[config.mk]
export PLATFORM = sky130hd
export DESIGN_NAME = ypem_queue
export DESIGN_NICKNAME = d
export VERILOG_FILES = /design/src/design/ypem_queue.sv
export SDC_FILE = /design/constraint.sdc
export NUM_CORES = 1
export LEC_CHECK = 0
export BUFFER_PORTS_ARGS = -buffer_cell sky130_fd_sc_hd__buf_2
export CAP_MARGIN = 20
export CORE_MARGIN = 1
export CORE_UTILIZATION = 52
export CTS_CLUSTER_DIAMETER = 50
export DETAILED_ROUTE_END_ITERATION = 10
export HOLD_SLACK_MARGIN = 0.06
export PLACE_DENSITY_LB_ADDON = 0.3
export SYNTH_ARGS = -nofsm -noshare
export SYNTH_HDL_FRONTEND = slang
export SYNTH_SLANG_ARGS = --single-unit
[constraint.sdc]
create_clock -name clk -period 2.9 [get_ports clk]
set_input_delay 0 -clock clk [delete_from_list [all_inputs] [get_ports clk]]
set_output_delay 0 -clock clk [all_outputs]
set_load 0.005 [all_outputs]
[src/design/ypem_queue.sv]
// ----------------------------------------------------------------------------
// ypem_queue
// Small register FIFO with full and empty flags; DEPTH is a power of two.
// ----------------------------------------------------------------------------
`default_nettype none

module ypem_queue #(
  parameter int WIDTH = 8,
  parameter int DEPTH = 2
) (
  input  logic             clk,
  input  logic             rst_n,
  input  logic             push,
  input  logic [WIDTH-1:0] din,
  output logic             full,
  input  logic             pop,
  output logic [WIDTH-1:0] dout,
  output logic             empty
);

  localparam int PTR_BITS = $clog2(DEPTH);
  localparam int CNT_BITS = $clog2(DEPTH + 1);

  logic [WIDTH-1:0]    slot_r [DEPTH];
  logic [PTR_BITS-1:0] wr_ptr_r, wr_ptr_nxt;
  logic [PTR_BITS-1:0] rd_ptr_r, rd_ptr_nxt;
  logic [CNT_BITS-1:0] count_r, count_nxt;
  logic                do_push, do_pop;

  assign full    = (count_r == CNT_BITS'(DEPTH));
  assign empty   = (count_r == '0);
  assign do_push = push && !full;
  assign do_pop  = pop && !empty;
  assign dout    = slot_r[rd_ptr_r];

  always_comb begin
    wr_ptr_nxt = do_push ? wr_ptr_r + 1'b1 : wr_ptr_r;
    rd_ptr_nxt = do_pop ? rd_ptr_r + 1'b1 : rd_ptr_r;
    count_nxt  = count_r;
    if (do_push && !do_pop) begin
      count_nxt = count_r + 1'b1;
    end else if (do_pop && !do_push) begin
      count_nxt = count_r - 1'b1;
    end
  end

  always_ff @(posedge clk) begin
    if (!rst_n) begin
      wr_ptr_r <= '0;
      rd_ptr_r <= '0;
      count_r  <= '0;
    end else begin
      wr_ptr_r <= wr_ptr_nxt;
      rd_ptr_r <= rd_ptr_nxt;
      count_r  <= count_nxt;
    end
  end

  always_ff @(posedge clk) begin
    if (do_push) begin
      slot_r[wr_ptr_r] <= din;
    end
  end

endmodule

`default_nettype wire

# Yosys cells after proc, flatten, opt, wreduce, memory -nomap -nowiden
# Memories as Yosys holds them, arrays and structs flattened. A register that Yosys moved wholly into a read port is not among the register bits.
# Index checks and enable logic that the tools add are counted.
# Widths: inputs -> output; s select.
[word_totals] ff_bits=4 ramBits=16 in_bits=12 wordCells=25 memories=1
[mem_list] memory="slot_r" depth=2 word_bits=8 rd=1 rd_ports_with_merged_regs=1 write_ports=1 line_no="24" source="logic [WIDTH-1:0] slot_r [DEPTH];"
[classes] n_addsub=4 n_eq_ne=1 n_mux=6 n_reduce_logical=10
[op_table] operator="$logic_and 1x1->1" n=4
[op_table] operator="$logic_not 1->1" n=4
[op_table] operator="$mux 1" n=4
[op_table] operator="$mux 2" n=2
[op_table] operator="$add 1x1->1 const B" n=2
[op_table] operator="$add 2x1->2 const B" n=1
[op_table] operator="$eq 2x2->1 const B" n=1
[op_table] operator="$logic_not 2->1" n=1
[op_table] operator="$reduce_bool 2->1" n=1
[op_table] operator="$sub 2x1->2 const B" n=1

# Longest topological paths before layout
# Gate-level depths: netlist of run 1.
[depth] word_depth=7 depth_mapped=7

# Worst setup path after synthesis of run 1
# Ideal clock, no wire load.
[synth_timing] path_type="flip-flop to flip-flop" start="reg count_r[0]" end="reg count_r[1]" setup_time_ns=0.070 arrival_time_ns=1.440 slack_ns=1.390 stages_incl_launch_ff=7 synth_period_minus_slack_ns=1.510 cell_sequence="dfxtp_1 nand2b_1 inv_1 nor2_1 ha_1 or3_1 a21oi_1"
[synth_between] elab_chain_cells=6
[synth_lines] element="start: declaration" line_no="27" source="logic [CNT_BITS-1:0] count_r, count_nxt;"
[synth_lines] element="start signal: assignment" line_no="55" source="count_r <= count_nxt;"
[synth_lines] element="$eq 2x2->1 *" line_no="30" source="assign full = (count_r == CNT_BITS'(DEPTH));"
[synth_lines] element="via full" line_no="15" source="output logic full,"
[synth_lines] element="$logic_not 1->1 *" line_no="32" source="assign do_push = push && !full;"
[synth_lines] element="$logic_and 1x1->1 *" line_no="32"
[synth_lines] element="via do_push" line_no="28" source="logic do_push, do_pop;"
[synth_lines] element="$logic_not 1->1" line_no="42" source="end else if (do_pop && !do_push) begin"
[synth_lines] element="$logic_and 1x1->1" line_no="42"
[synth_lines] element="$reduce_bool 2->1 (no source line)"
# The timed path passes the listed nets; every way through them passes the cells marked *. The select of a mux whose other input is x is not followed.
# A chain may end at the register's enable or synchronous reset.

# Worst setup path in the final report of run 1
[layout_timing] start="reg count_r[0]" end="reg count_r[1]"
[layout_between] elab_chain_cells=6
[layout_lines] element="$eq 2x2->1 *" line_no="30"
[layout_lines] element="$logic_not 1->1 *" line_no="32"
[layout_lines] element="$logic_and 1x1->1 *" line_no="32"
[layout_lines] element="via do_push" line_no="28"
[layout_lines] element="$logic_not 1->1" line_no="42"
[layout_lines] element="$logic_and 1x1->1" line_no="42"
[layout_lines] element="$reduce_bool 2->1 (no source line)"
# Marks and branches as above.

==> results of run 1 <==
==> path summary, 6_finish.rpt <==
kind,startpoint,to,slack (ns),cells after the start
worst min register to register,rd_ptr_r$_SDFFE_PN0P_,rd_ptr_r$_SDFFE_PN0P_,0.52,2
worst max-delay path,count_r[0]$_SDFFE_PN0P_,count_r[1]$_SDFFE_PN0P_,1.21,6
worst min-delay path,push,wr_ptr_r$_SDFFE_PN0P_,0.10,3
worst max register to register,count_r[0]$_SDFFE_PN0P_,count_r[1]$_SDFFE_PN0P_,1.21,6
==> per-stage QoR <==
stage	instance area (um^2)	power [W]	cells	hold WS [ns]	util, %
after floorplan	803	0.000569	51	0.0989	-
after global placement	922	0.000639	86	0.192	67.5
after detailed placement	922	0.000649	86	0.192	67.5
after CTS	1040	0.000785	99	0.0873	76.0
after global routing	1040	0.000834	99	0.108	76.0
final	1040	0.000786	99	0.103	76.0
==> critical path, cell delays in order, from the launching register on <==
cell and delay, ns:
dfxtp_1 0.42, nand2b_1 0.17, inv_1 0.09, nor2_1 0.11, ha_1 0.27, or3_1 0.39, a21oi_1 0.18
==> routing by layer <==
layer / wire length [um] / part of all wire, % / track usage, % / vias to the layer above
met5: 0 / 0 / 0 / -
met2: 683 / 51 / 35.2 / 19
met4: 19 / 1.4 / 8.87 / 0
met3: 52 / 3.9 / 5.32 / 4
met1: 580 / 43 / 18.3 / 216
li1: - / - / - / 254
==> synth_stat cells <==
library cell / instances / share of area (%)
dfxtp_1: 5 / 12
edfxtp_1: 16 / 60
nor2_1: 5 / 2.3
buf_2: 1 / 0.62
ha_1: 1 / 1.6
xor2_1: 3 / 3.3
o21ai_0: 2 / 1.2
a21oi_1: 1 / 0.62
mux2_2: 8 / 11
nor3_2: 1 / 1.2
inv_1: 3 / 1.4
and3_1: 1 / 0.78
nand2b_1: 1 / 0.78
or3_1: 1 / 0.78
o21a_1: 1 / 0.93
a21boi_0: 1 / 0.93
==> kinds of logic after synthesis <==
group                      count (synthesis)  share of synthesized area, %
muxes                                      8                          11.2
adders and majority gates                  1                          1.56
AOI/OAI and AO/OA                          5                          3.74
buffers and inverters                      4                          2.02
DFF                                       21                          72.3
xor gates and xnor gates                   3                          3.27
and+or+nand+nor                            9                          5.92
==> state kept, by name, indices dropped and copies added, names as in the netlist, named ones only <==
signal    count
slot_r       16
count_r       2
rd_ptr_r      1
wr_ptr_r      1
==> placed cells by master (no fill, tap or decap), types with 2 or more instances in the layout <==
cell / instances
xor2_1: 3
o21ai_0: 2
clkbuf_4: 3
mux2_2: 8
dfxtp_1: 5
edfxtp_1: 16
inv_1: 3
buf_2: 21
dlygate4sd3_1: 9
nor2_1: 5
==> cell type report <==
class                   instances  area, um^2  share of cell area, %
flip-flops and latches         21         581                   55.9
clock buffers                   4        26.3                   2.53
repair buffers                 30         195                   18.8
multi-input cells              26         206                   19.9
well taps                      15        18.8                   1.81
inverters                       3        11.3                   1.08
==> report_power, final <==
group          switching [W]  internal (W)  leakage [nW]  total (W)
combinational       0.000107      0.000125         0.220   0.000232
clock              0.0000759     0.0000534        0.0150   0.000129
sequential         0.0000399      0.000384         0.191   0.000424
==> flow_summary.toml, run 1 <==
[floorplan]
pin_count = 22
die_width_um = 41.3
die-area_mm2 = 0.00171
initial_core_util_pct = 58.8
row_count = 13
core_mm2 = 0.00137
die_h_um = 41.3

[sta]
fin_crit_sh_pct = 58.3
fmax_ghz = 0.592
min_period_ns = 1.69
worst_slew_pin_slew_ns = 0.641
setup-violations-final = 0
drv_slew = 0
finalHoldViolations = 0
fin_ws_ns = 1.21
tns_ns = 0
relSlewSlack_pct = 57.0
rsz0062_at_grt = "false"
skew_ns = 0.00392

[routing]
num_vias = 493
wl_um = 1340
wl_per_cell_um = 13.5
vias_per_cell = 4.98
drc = 0
ant_nets = 0
drt-pass1-iter-count = 4
drt_first_iter_violations = 17

[clock_tree]
clockBufferDepth = 2
path_clk_slew_ns = 0.10
cts_resized = 0
post-cts-setup-buffers = 0
hold_buffers = 9
htree_levels = 1
root_buffer = "clkbuf_4"
cts_tree = "built"
cts_sinks = 21
numCtsBuffers = 3
clkLatencyLatePin_ns = 0.29

[place]
place_ws_ns = 1.30
hpwl_um = 847
gp_congestion = 0.638
port_buffers = 21

[synth]
syn-cell-area_um2 = 803
avgSynthCellArea_um2 = 15.8
ys_ff_latch = 21
ys.warnings.count = 0
syn-instance-count = 51
yosysSeqAreaShare_pct = 72.3
post_synth_num_cell_types = 16
synth_nets = 64

[worst_hold_path]
min_path_type = "input pin to flip-flop"

[finish]
antenna_cells = 0
drive_above_1_share_pct = 39.3
syn_to_final_growth_pct = 29.3
nNetsFinal = 98
n_fill_cell = 90

[global_route]
grt_pass1_vias = 446
grt_pass1_wl_um = 1870
grt_overflow = 0
antenna_found_initial = 0
track_usage_pct = 18.6
grt_max_degree = 12

[run]
maxCapViolations = 0

[pwr]
leakagePower_nw = 0.426
power.density_mw_per_mm2 = 757
ir_worst_vdd_uv = 498

[worst_setup_path]
required_ns = 3.11
worstSetupStartpointType = "flip-flop"
endpoint_kind = "flip-flop"
crit_fanout = 5
arrival_ns = 1.90
crit_type = "flip-flop to flip-flop"

[outcome]
status = "finished, final reports clean"
No activity file was read; power rests on OpenSTA's default activity.
==> run 2: changes to the inputs <==
--- a/config.mk
+++ b/config.mk
@@ -8,7 +8,7 @@
 export BUFFER_PORTS_ARGS = -buffer_cell sky130_fd_sc_hd__buf_2
 export CAP_MARGIN = 20
 export CORE_MARGIN = 1
-export CORE_UTILIZATION = 52
+export CORE_UTILIZATION = 49
 export CTS_CLUSTER_DIAMETER = 50
 export DETAILED_ROUTE_END_ITERATION = 10
 export HOLD_SLACK_MARGIN = 0.06
==> constraint.sdc (replaced) <==
create_clock -name clk -period 1.72 [get_ports clk]
set_input_delay 0 -clock clk [delete_from_list [all_inputs] [get_ports clk]]
set_output_delay 0 -clock clk [all_outputs]
set_load 0.005 [all_outputs]
==> flow_summary.toml, run 2 (synthesized netlist as in run 1, its figures left out) <==
[outcome]
status = "finished, final reports clean"

[clock_tree]
root_buffer = "clkbuf_4"
cts_tree = "built"
htree_levels = 1
cts_sinks = 21
clockBufferDepth = 2
clkLatencyLatePin_ns = 0.30
path_clk_slew_ns = 0.11
numCtsBuffers = 3
post-cts-setup-buffers = 0

[worst_setup_path]
crit_slowest_cell = "or3_1"
required_ns = 1.96
r2r-end = "count_r[1]$_SDFFE_PN0P_"
endpoint = "count_r[1]$_SDFFE_PN0P_"
r2r_cells = 6
critPathTopFamily = "simple AND/OR/NAND/NOR gates"
crit_type = "flip-flop to flip-flop"
arrival_ns = 1.81
cp-startpoint = "count_r[0]$_SDFFE_PN0P_"
rr_startpoint = "count_r[0]$_SDFFE_PN0P_"
path_buf_inv = 1
endpoint_kind = "flip-flop"
max_stage_delay_ns = 0.37
worstSetupStartpointType = "flip-flop"
crit_fanout = 5
worstPathCellList = "nand2b_1, inv_1, nor2_1, ha_1, or3_1, a21oi_1"
cp.depth = 6
ff2ff_setup_slack_ns = 0.16

[sta]
min_period_ns = 1.56
tns_ns = 0
rsz0062_at_grt = "false"
setup-violations-final = 0
worst_slew_pin_slew_ns = 0.402
relSlewSlack_pct = 73.2
fmax_ghz = 0.640
drv_slew = 0
fin_crit_sh_pct = 90.9
finalHoldViolations = 0
fin_ws_ns = 0.156
skew_ns = 0.00645

[place]
port_buffers = 21
hpwl_um = 875
gp_congestion = 0.706
place_ws_ns = 0.144

[global_route]
track_usage_pct = 15.9
antenna_found_initial = 0
grt_max_degree = 13
grt_overflow = 0
grt_pass1_vias = 531
grt_pass1_wl_um = 2020

[worst_hold_path]
min_path_type = "input pin to flip-flop"
worstHoldStart = "push"

[run]
maxCapViolations = 0

[floorplan]
die_width_um = 42.5
row_count = 14
die_h_um = 42.5
core_mm2 = 0.00152
pin_count = 22
initial_core_util_pct = 52.7
die-area_mm2 = 0.00181

[finish]
top_register = "slot_r"
multi_input_area_um2 = 206
drive_above_1_share_pct = 43.0
final_cell_mix = "21 x buf_2, 16 x edfxtp_1, 9 x dlygate4sd3_1"
n_fill_cell = 124
reg_top3 = "slot_r: 16 flops, count_r: 2 flops"
largest_reg_flops = 16
antenna_cells = 0
nNetsFinal = 100
register_area_um2 = 582
syn_to_final_growth_pct = 31.6
layout_commonest_cell = "buf_2"

[routing]
wl_um = 1270
ant_nets = 0
wl_per_cell_um = 12.5
drt_first_iter_violations = 2
num_vias = 507
drt-pass1-iter-count = 4
vias_per_cell = 4.97
drc = 0

[pwr]
ir_worst_vdd_uv = 915
leakagePower_nw = 0.439
p_total_w = 0.00135
power.density_mw_per_mm2 = 1280
run 2: changes by cell type in the layout (fill, tap and decap cells not counted):
cell,before,now
buf_4,0,2
clkbuf_1,1,0
dfxtp_2,0,1
dfxtp_1,5,4
clkinv_2,0,1
run 2: cell type report:
cell class	instances	area share [%]
well taps	16	1.89
repair buffers	32	19.9
inverters	3	1.07
clock inverters	1	0.473
multi-input cells	26	19.5
flip-flops and latches	21	55.0
clock buffers	3	2.13
run 2: metrics by stage:
| stage | std cells | utilization, % | hold WS [ns] | area [um^2] |
|---|---|---|---|---|
| global route | 102 | 69.4 | 0.0788 | 1060 |
| CTS | 102 | 69.3 | 0.0797 | 1060 |
| global placement | 89 | 61.6 | 0.189 | 938 |
| floorplan | 51 | - | 0.0989 | 803 |
| finish | 102 | 69.4 | 0.0742 | 1060 |
| detailed placement | 89 | 61.6 | 0.192 | 938 |
run 2: worst register-to-register path: cells and delay by family, from the launching register on:
kind	cells	cell delay, ns
fa+ha+maj	1	0.32
flops	1	0.36
simple gates	3	0.59
compound gates	1	0.13
buf+inv	1	0.11
run 2: per-layer routing:
metal / routed length (um) / part of all wire, % / track usage, %
met3: 61 / 4.8 / 3.02
met1: 530 / 42 / 16.7
met2: 647 / 51 / 28.0
met5: 0 / 0 / 0
met4: 34 / 2.7 / 11.3
run 2: worst min path at each step:
stage,to,slack [ns],cells after the start
floorplan,slot_r[0][0]$_DFFE_PP_,0.1,0
global placement,slot_r[0][3]$_DFFE_PP_,0.19,1
detailed placement,slot_r[1][1]$_DFFE_PP_,0.19,1
CTS,wr_ptr_r$_SDFFE_PN0P_,0.08,3
global route,wr_ptr_r$_SDFFE_PN0P_,0.08,3
finish,wr_ptr_r$_SDFFE_PN0P_,0.07,3
run 2: what timing repair did:
action	in CTS	in global routing
endpoints found under the hold margin	21	0
hold buffers	9	0
setup endpoints to repair	0	1
gates resized for setup	0	1
run 2: power breakdown:
group	switching, W	total (W)	internal (W)
Sequential	0.0000640	0.000713	0.000649
Clock	0.000146	0.000233	0.0000868
Combinational	0.000178	0.000404	0.000227
Total	0.000388	0.00135	0.000963
