===== src/design/ypem_pkg.sv =====
// ----------------------------------------------------------------------------
// ypem_pkg
// Shared constants, codes and the work item type of the YUV plane error
// metrics block.
// ----------------------------------------------------------------------------
`default_nettype none

package ypem_pkg;

  // Defaults for the top-level parameters.
  localparam int MAX_DIM_DEF    = 8192;
  localparam int COUNT_BITS_DEF = 40;

  // Fixed field and store widths.
  localparam int CFG_BITS    = 14;
  localparam int BYTE_BITS   = 8;
  localparam int BIN_BITS    = 8;
  localparam int HIST_BINS   = 256;
  localparam int ABS_BITS    = 48;
  localparam int SQ_BITS     = 56;
  localparam int SQ_IN_BITS  = 16;
  localparam int SET_BITS    = 2;
  localparam int NUM_SETS    = 4;
  localparam int ACTION_BITS = 2;

  // Queue depths.
  localparam int WORK_DEPTH   = 4;
  localparam int RESULT_DEPTH = 2;

  // Register file.
  localparam int PADDR_BITS    = 4;
  localparam int APB_DATA_BITS = 32;
  localparam logic [1:0] REG_FRAME_WIDTH   = 2'd0;
  localparam logic [1:0] REG_FRAME_HEIGHT  = 2'd1;
  localparam logic [1:0] REG_CHROMA_ABSENT = 2'd2;
  localparam logic [CFG_BITS-1:0] FRAME_WIDTH_RST  = 14'd1920;
  localparam logic [CFG_BITS-1:0] FRAME_HEIGHT_RST = 14'd1080;

  // Request actions.
  localparam logic [ACTION_BITS-1:0] ACT_ACCUM = 2'd0;
  localparam logic [ACTION_BITS-1:0] ACT_READ  = 2'd1;
  localparam logic [ACTION_BITS-1:0] ACT_CLEAR = 2'd2;

  // Statistic sets.
  localparam logic [SET_BITS-1:0] PLANE_Y = 2'd0;
  localparam logic [SET_BITS-1:0] PLANE_U = 2'd1;
  localparam logic [SET_BITS-1:0] PLANE_V = 2'd2;
  localparam logic [SET_BITS-1:0] SET_ALL = 2'd3;

  // One classified request. For an accumulate, bin carries the absolute
  // error and set the plane; for a read they carry the requested bin and set.
  typedef struct packed {
    logic [ACTION_BITS-1:0] action;
    logic [SET_BITS-1:0]    set;
    logic [BIN_BITS-1:0]    bin;
    logic [SQ_IN_BITS-1:0]  sq;
  } work_t;

endpackage

`default_nettype wire


===== src/design/ypem_front.sv =====
// ----------------------------------------------------------------------------
// ypem_front
// Takes requests, tracks the frame position, assigns each byte to its plane
// and computes the absolute and squared error before queueing the request.
// ----------------------------------------------------------------------------
`default_nettype none

module ypem_front #(
  parameter int MAX_DIM = ypem_pkg::MAX_DIM_DEF
) (
  input  logic                               clk,
  input  logic                               rst_n,
  input  logic [ypem_pkg::CFG_BITS-1:0]      frame_width,
  input  logic [ypem_pkg::CFG_BITS-1:0]      frame_height,
  input  logic                               chroma_absent,
  input  logic                               in_push,
  output logic                               in_full,
  input  logic [ypem_pkg::ACTION_BITS-1:0]   in_action,
  input  logic [ypem_pkg::BYTE_BITS-1:0]     in_ref_byte,
  input  logic [ypem_pkg::BYTE_BITS-1:0]     in_dist_byte,
  input  logic [ypem_pkg::SET_BITS-1:0]      in_plane_select,
  input  logic [ypem_pkg::BIN_BITS-1:0]      in_bin_index,
  output logic                               q_push,
  output ypem_pkg::work_t                    q_data,
  input  logic                               q_full
);

  localparam int DIM_BITS  = $clog2(MAX_DIM + 1);
  localparam int CMP_BITS  = (DIM_BITS > ypem_pkg::CFG_BITS) ? DIM_BITS : ypem_pkg::CFG_BITS;
  localparam int PROD_BITS = 2 * DIM_BITS;
  localparam int POS_BITS  =
    $clog2(MAX_DIM * MAX_DIM + 2 * (MAX_DIM / 2) * (MAX_DIM / 2) + 1);

  function automatic logic [DIM_BITS-1:0] clamp_dim(input logic [ypem_pkg::CFG_BITS-1:0] v);
    logic [CMP_BITS-1:0] ext;
    ext = CMP_BITS'(v);
    if (ext == '0) begin
      return DIM_BITS'(1);
    end else if (ext > CMP_BITS'(MAX_DIM)) begin
      return DIM_BITS'(MAX_DIM);
    end
    return DIM_BITS'(ext);
  endfunction

  // Plane boundaries, recomputed every cycle from the registers.
  logic [DIM_BITS-1:0]  w_c, h_c;
  logic [PROD_BITS-1:0] yprod_c, cprod_c;
  logic [POS_BITS-1:0]  ysize_c, csize_c, ycsize_c, fsize_c;
  logic [POS_BITS-1:0]  ysize_r, ycsize_r, fsize_r;

  // Input stage.
  logic                             f0_valid_r, f0_valid_nxt;
  logic [ypem_pkg::ACTION_BITS-1:0] f0_action_r;
  logic [ypem_pkg::BYTE_BITS-1:0]   f0_ref_r, f0_dist_r;
  logic [ypem_pkg::SET_BITS-1:0]    f0_sel_r;
  logic [ypem_pkg::BIN_BITS-1:0]    f0_bin_r;
  logic                             accept;

  // Classification.
  logic [POS_BITS-1:0]              pos_r, pos_nxt, pos_eff, pos_inc, pos_wrap;
  logic [ypem_pkg::BYTE_BITS-1:0]   err_c;
  logic [ypem_pkg::SQ_IN_BITS-1:0]  sq_c;
  logic [ypem_pkg::SET_BITS-1:0]    plane_c;

  always_comb begin
    w_c      = clamp_dim(frame_width);
    h_c      = clamp_dim(frame_height);
    yprod_c  = PROD_BITS'(w_c) * PROD_BITS'(h_c);
    cprod_c  = PROD_BITS'(w_c >> 1) * PROD_BITS'(h_c >> 1);
    ysize_c  = POS_BITS'(yprod_c);
    csize_c  = chroma_absent ? '0 : POS_BITS'(cprod_c);
    ycsize_c = ysize_c + csize_c;
    fsize_c  = ycsize_c + csize_c;
  end

  always_ff @(posedge clk) begin
    ysize_r  <= ysize_c;
    ycsize_r <= ycsize_c;
    fsize_r  <= fsize_c;
  end

  assign in_full = f0_valid_r && q_full;
  assign accept  = in_push && !in_full;
  assign q_push  = f0_valid_r && !q_full;

  always_comb begin
    f0_valid_nxt = f0_valid_r;
    if (accept) begin
      f0_valid_nxt = 1'b1;
    end else if (q_push) begin
      f0_valid_nxt = 1'b0;
    end
  end

  always_comb begin
    err_c    = (f0_ref_r >= f0_dist_r) ? f0_ref_r - f0_dist_r : f0_dist_r - f0_ref_r;
    sq_c     = ypem_pkg::SQ_IN_BITS'(err_c) * ypem_pkg::SQ_IN_BITS'(err_c);
    // A position left beyond the frame by a size change restarts the frame.
    pos_eff  = (pos_r >= fsize_r) ? '0 : pos_r;
    pos_inc  = pos_eff + 1'b1;
    pos_wrap = (pos_inc >= fsize_r) ? '0 : pos_inc;
    if (pos_eff < ysize_r) begin
      plane_c = ypem_pkg::PLANE_Y;
    end else if (pos_eff < ycsize_r) begin
      plane_c = ypem_pkg::PLANE_U;
    end else begin
      plane_c = ypem_pkg::PLANE_V;
    end
  end

  always_comb begin
    q_data        = '0;
    q_data.action = f0_action_r;
    pos_nxt       = pos_r;
    case (f0_action_r)
      ypem_pkg::ACT_ACCUM: begin
        q_data.set = plane_c;
        q_data.bin = err_c;
        q_data.sq  = sq_c;
        pos_nxt    = pos_wrap;
      end
      ypem_pkg::ACT_READ: begin
        q_data.set = f0_sel_r;
        q_data.bin = f0_bin_r;
      end
      ypem_pkg::ACT_CLEAR: begin
        pos_nxt = '0;
      end
      default: begin
        q_data.action = f0_action_r;
      end
    endcase
  end

  always_ff @(posedge clk) begin
    if (!rst_n) begin
      f0_valid_r <= 1'b0;
      pos_r      <= '0;
    end else begin
      f0_valid_r <= f0_valid_nxt;
      if (q_push) begin
        pos_r <= pos_nxt;
      end
    end
  end

  always_ff @(posedge clk) begin
    if (accept) begin
      f0_action_r <= in_action;
      f0_ref_r    <= in_ref_byte;
      f0_dist_r   <= in_dist_byte;
      f0_sel_r    <= in_plane_select;
      f0_bin_r    <= in_bin_index;
    end
  end

endmodule

`default_nettype wire


===== config.mk =====
export PLATFORM = sky130hd
export DESIGN_NAME = ypem_front
export DESIGN_NICKNAME = d
export VERILOG_FILES = /design/src/design/ypem_pkg.sv /design/src/design/ypem_front.sv
export SDC_FILE = /design/constraint.sdc
export NUM_CORES = 1
export LEC_CHECK = 0
export BUFFER_PORTS_ARGS = -buffer_cell sky130_fd_sc_hd__buf_2
export CAP_MARGIN = 15
export CORE_MARGIN = 4
export CORE_UTILIZATION = 55
export DETAILED_ROUTE_END_ITERATION = 16
export PLACE_DENSITY_LB_ADDON = 0.2
export SLEW_MARGIN = 20
export SYNTH_ARGS = -nofsm -noshare
export SYNTH_HDL_FRONTEND = slang
export SYNTH_SLANG_ARGS = --single-unit

===== constraint.sdc =====
create_clock -name clk -period 13.6 [get_ports clk]
set_input_delay 0.68 -clock clk [delete_from_list [all_inputs] [get_ports clk]]
set_output_delay 0.68 -clock clk [all_outputs]
set_load 0.02 [all_outputs]

; Word-level counts from Yosys, hierarchy flattened
; Cells that the tools add are included.
[word_totals]
out_inout_bits = 30
memories = 0
ram_bits = 0
ff_bits = 137
inputBits = 61
latch_bits = 0
rom_bits = 0
[classes]
add_sub_neg = 5
bitwise = 0
shift = 0
mux = 21
n_div = 0
n_mul = 3
reduce_logical = 11
order_cmp = 7
n_eq_ne = 2
[op_table]
columns = cell, count
row1 = 2-to-1 mux 14 bit, 6
row2 = adder 27 x 26 -> 27 bit, 2
row3 = greater-or-equal comparator 27 bit, 2
row4 = less-than comparator 27 bit, 2
row5 = 2-to-1 mux 27 bit, 2
row6 = one-hot mux 27 bit (2 select lines), 1
row7 = "greater-than comparator 14 bit, second input constant", 2
row8 = zero test 14 bit, 2
row9 = "adder 27 x 1 -> 27 bit, second input constant", 1
row10 = multiplier 14 x 14 -> 27 bit, 1
row11 = multiplier 13 x 13 -> 26 bit, 1
row12 = 2-to-1 mux 26 bit, 1
row13 = one-hot mux 10 bit (2 select lines), 1
row14 = multiplier 8 x 8 -> 16 bit, 1
row15 = 2-to-1 mux 16 bit, 1
row16 = subtractor 8 bit, 2
row17 = greater-or-equal comparator 8 bit, 1
row18 = 2-to-1 mux 8 bit, 1
row19 = 2-to-1 mux 1 bit, 6
row20 = 2-to-1 mux 2 bit, 2
row21 = nonzero test 2 bit, 2
row22 = logical AND 1 bit, 3
row23 = "equality test 2 x 1 -> 1 bit, second input constant", 1
row24 = "equality test 2 bit, second input constant", 1
row25 = 3 further kinds, 4

; Logic depth before layout (Yosys ltp)
[depth]
word_depth = 8
ltp_mapped = 45
depth_no_buf = 45

; Least setup slack after synthesis
; No wires, ideal clock.
[synth_path]
kind = input-to-reg
from = input port frame_height[8] (netlist bit)
to = register fsize_r[26]
setup_slack_ns = 4.075
arrival_ns = 9.398
setup_ns = 0.127
n_path_buf = 1
t_required_ns = 13.473
path_stages = 43
path_cell_list = nor4_1 > nand4_1 > xor2_1 > and2_1 > clkbuf_1 > nand2_1 > fa_1 > inv_1 > ha_1 > fa_1 > ha_1 > fa_1 > inv_1 > fa_1 > inv_1 > ha_1 > a2111o_1 > o221ai_1 > [... 7 more ...] > ha_1 > o21ai_0 > a21oi_1 > or2_2 > a21oi_1 > o21bai_1 > a21oi_1 > xnor2_1 > ha_1 > a21o_1 > a21oi_1 > nor2b_1 > nor2_1 > o21ai_0 > a21o_1 > a21oi_1 > o21ai_0 > xor2_1
[synth_lines]
columns = element, line_no
row1 = start: declaration, ypem_front.sv:14  ; input logic [ypem_pkg::CFG_BITS-1:0] frame_height,
row2 = greater-than comparator 14 bit, ypem_front.sv:39  ; end else if (ext > CMP_BITS'(MAX_DIM)) begin
row3 = 2-to-1 mux 1 bit, ypem_front.sv:39
row4 = 2-to-1 mux 1 bit, ypem_front.sv:37  ; if (ext == '0) begin
row5 = 2-to-1 mux 14 bit *, ypem_front.sv:42  ; return DIM_BITS'(ext);
row6 = multiplier 14 x 14 -> 27 bit *, ypem_front.sv:68  ; yprod_c = PROD_BITS'(w_c) * PROD_BITS'(h_c);
row7 = via yprod_c[16], ypem_front.sv:47  ; logic [PROD_BITS-1:0] yprod_c, cprod_c;
row8 = adder 27 x 26 -> 27 bit *, ypem_front.sv:72  ; ycsize_c = ysize_c + csize_c;
row9 = via ycsize_c[19], ypem_front.sv:48  ; logic [POS_BITS-1:0] ysize_c, csize_c, ycsize_c, fsize_c;
row10 = adder 27 x 26 -> 27 bit *, ypem_front.sv:73  ; fsize_c = ycsize_c + csize_c;
row11 = via fsize_c[26], ypem_front.sv:48
row12 = end signal: assignment, ypem_front.sv:79  ; fsize_r <= fsize_c;
row13 = end: declaration, ypem_front.sv:49  ; logic [POS_BITS-1:0] ysize_r, ycsize_r, fsize_r;
; The timed path passes the listed nets; every way through them passes the cells marked *.
; A chain may end at the register's enable or synchronous reset.

; Worst setup path in the final report
[layout_path]
from = input port frame_height[11] (netlist bit)
to = register fsize_r[26]
; Same word-level chain as after synthesis.

==> impl_results.md <==
- Status: finished clean
- TritonCTS clock tree: done
- Final period utilization: 0.763
- Fmax achieved: 96.4 MHz
- Total gr overflow: 0
- Mean Syn Cell Area: 8.51 sq um
- Mapped Cells: 2388
- DR WL/cell: 16.8 um
- Gr usage total: 0.249
- Core area: 36500 sq um
- CP max FO: 12
- Share of cells above drive strength 1: 0.0630
- Clk sink count: 136
- CP Data Required Time: 13910 ps
- Post-CTS resize count: 0
- Asr flop ratio synth: 0
- Die Ht: 200 um
- Port Buffer Count: 89
- Final-report hold violation count: 0
- Count of cell types in the netlist: 69
- Pleak: 0.0115 uW
- Setup TNS: 0 ps
- Post-synth EDFFs: 28
- Clk slew on worst S/H paths: 60 ps
- Diodes inserted: 0
- Slowest stage cell, crit path: fa_1
- Routed Antenna Nets: 0
- YS warnings: 0
- Vias in the first global route: 16897
- Worst Hold Class: input pin to register
- Most used cell, CP: a21oi_1
- RSZ-0062 raised after global routing: false
- Cell row count: 70
- Hold Crit Depth: 1
- Setup Viol. Count Final: 0
- Fin crit period: 10370 ps
- Post-placement cell area: 21200 sq um
- Yosys reg bits: 136
- Data arrival, critical path: 10680 ps
- Setup Fix Bufs, Post-CTS: 0
- # hold bufs at CTS: 0
- Area of the die: 40100 sq um
- Max-slew headroom: 0.295
- Worst reg2reg path depth: 27
- Worst-Margin Slew: 1060 ps
- Hold WS: 421 ps
- Root buffer cell: clkbuf_16
- CTS Buf Count: 17
- Area grow syn2layout: 7.46%
- Clk_lat worst skew: 430 ps
- Placed wire-length estimate: 41500 um
- DRT iter0 DRCs: 781
- CP max stage delay: 560 ps
- Synth Flop Type: dfxtp_1
- Final Max Slew Viols: 0
- Post-synth design cell area: 20300 sq um
- Worst Setup End Kind: register
- Vias per Instance: 5.55
- Finished Cell Area: 21800 sq um
- Post-synthesis sequential area ratio: 0.148
- Htree depth: 4
- Dpl cells: 2897
- Fin cells: 2929
- Number of max-cap violations: 0
- First-pass GRT wire length: 83400 um
- Finished Core Util: 0.598
- WL final: 49300 um
- Clock skew: 8.04 ps
- Final Net Count: 3046
- Initial Util: 0.556
- Number of I/O pins: 91
- Die X: 200 um
- GPL Wtd Cong: 1.02
- Largest net degree at the start of global routing: 51
- Power Dens Cells: 171 nW/um^2
- Initial antenna violation count: 0
- Critical path startpoint category: input pin
- Detailed-route via count: 16246
- Router iterations before antenna repair: 7
- Crit path kind: input pin to register
- VDD IR max: 0.185 mV
- Residual DRC: 0
- Max Buffers Root-to-Sink: 2
- Syn_nets: 2986
==> layer usage <==
layer / GRT usage / share of wire / vias to the layer above
met5: 0 / 0 / -
met3: 0.0269 / 0.043 / 88
li1: - / - / 7975
met4: 0.0809 / 0.031 / 0
met1: 0.337 / 0.46 / 7751
met2: 0.420 / 0.47 / 432
==> final timing paths <==
check | start | end | slack [ps]
worst max register to register | pos_r[8] | pos_r[13] | 7260
worst min-delay path | in_bin_index[3] | f0_bin_r[3] | 420
worst min register to register | pos_r[19] | pos_r[19] | 530
worst max-delay path | frame_height[11] | fsize_r[26] | 3230
==> stage by stage <==
stage          worst slack, ps  total power (uW)
6_report                  3230              3740
5_1_grt                   2460              4150
4_1_cts                   3300              3740
3_5_place_dp              2870              3230
3_3_place_gp              3270              3160
2_1_floorplan             4080              2630
==> registers in the layout, summed over array words and instances (netlist names) <==
signal	cells
f0_bin_r	8
f0_action_r	2
f0_dist_r	8
f0_sel_r	2
f0_valid_r	1
ysize_r	26
ycsize_r	27
f0_ref_r	8
fsize_r	27
pos_r	27
==> cells in the mapped netlist, drive strengths merged, types with 33 or more instances <==
master,instances,area (sq um)
ha,332,4150
a21o,64,480
nor2,209,785
and2,69,432
a21oi,109,546
inv,420,1580
nand2,182,683
o21ai,61,305
xnor2,87,762
nor2b,54,338
fa,205,4100
nand2b,38,238
nand3,33,165
xor2,42,368
clkbuf,54,203
dfxtp,108,2160
==> power breakdown <==
part / internal, uW / switching (uW) / leakage [uW]
sequential: 542 / 32.3 / 0.00117
clock: 310 / 179 / 0.000307
combinational: 1120 / 1560 / 0.00998
==> cell usage in the layout, fill, tap and decap left out, types with 11 or more instances in the layout <==
cell	netlist	final
clkbuf_16	0	17
xor2_1	42	42
o21bai_1	15	15
a21o_1	64	64
fa_1	205	205
inv_1	420	420
a211oi_1	12	11
or2_2	13	13
a22o_1	15	15
buf_2	1	89
and2_1	69	69
a31oi_1	19	19
nor2b_1	54	53
edfxtp_1	28	28
nand2b_1	38	38
dfxtp_1	108	108
nand4_1	26	26
nand2_1	182	182
o21ai_0	61	61
and3_1	17	17
nand3_1	33	33
a21oi_1	109	109
nor2_1	209	209
xnor2_1	87	87
o21a_1	16	16
a22oi_1	11	11
o211ai_1	17	17
nor3_1	30	29
ha_1	332	332
==> layout make-up <==
type,instances,area [sq um]
clock buffers,19,443
clock inverters,13,176
fillers,3237,14700
inverters,421,1580
multi-input cells,1775,15500
flip-flops and latches,136,3000
well taps,468,586
repair buffers,97,505
==> kinds of logic after synthesis <==
family | count (synthesis) | share of synthesized area
simple gates | 704 | 0.166
fa+ha+maj | 538 | 0.407
buf+inv | 477 | 0.0884
compound gates | 394 | 0.130
flops | 136 | 0.148
xor+xnor | 129 | 0.0556
mux | 9 | 0.00468
other cells | 1 | 0.000185
==> worst max-delay path, delay by kind of cell <==
kind	cells	cell delay, ps
AOI/OAI and AO/OA	18	3430
xor gates and xnor gates	4	870
adders and majority gates	9	3480
buffers and inverters	4	260
and+or+nand+nor	8	1930
(Power assumes the default switching activity.)
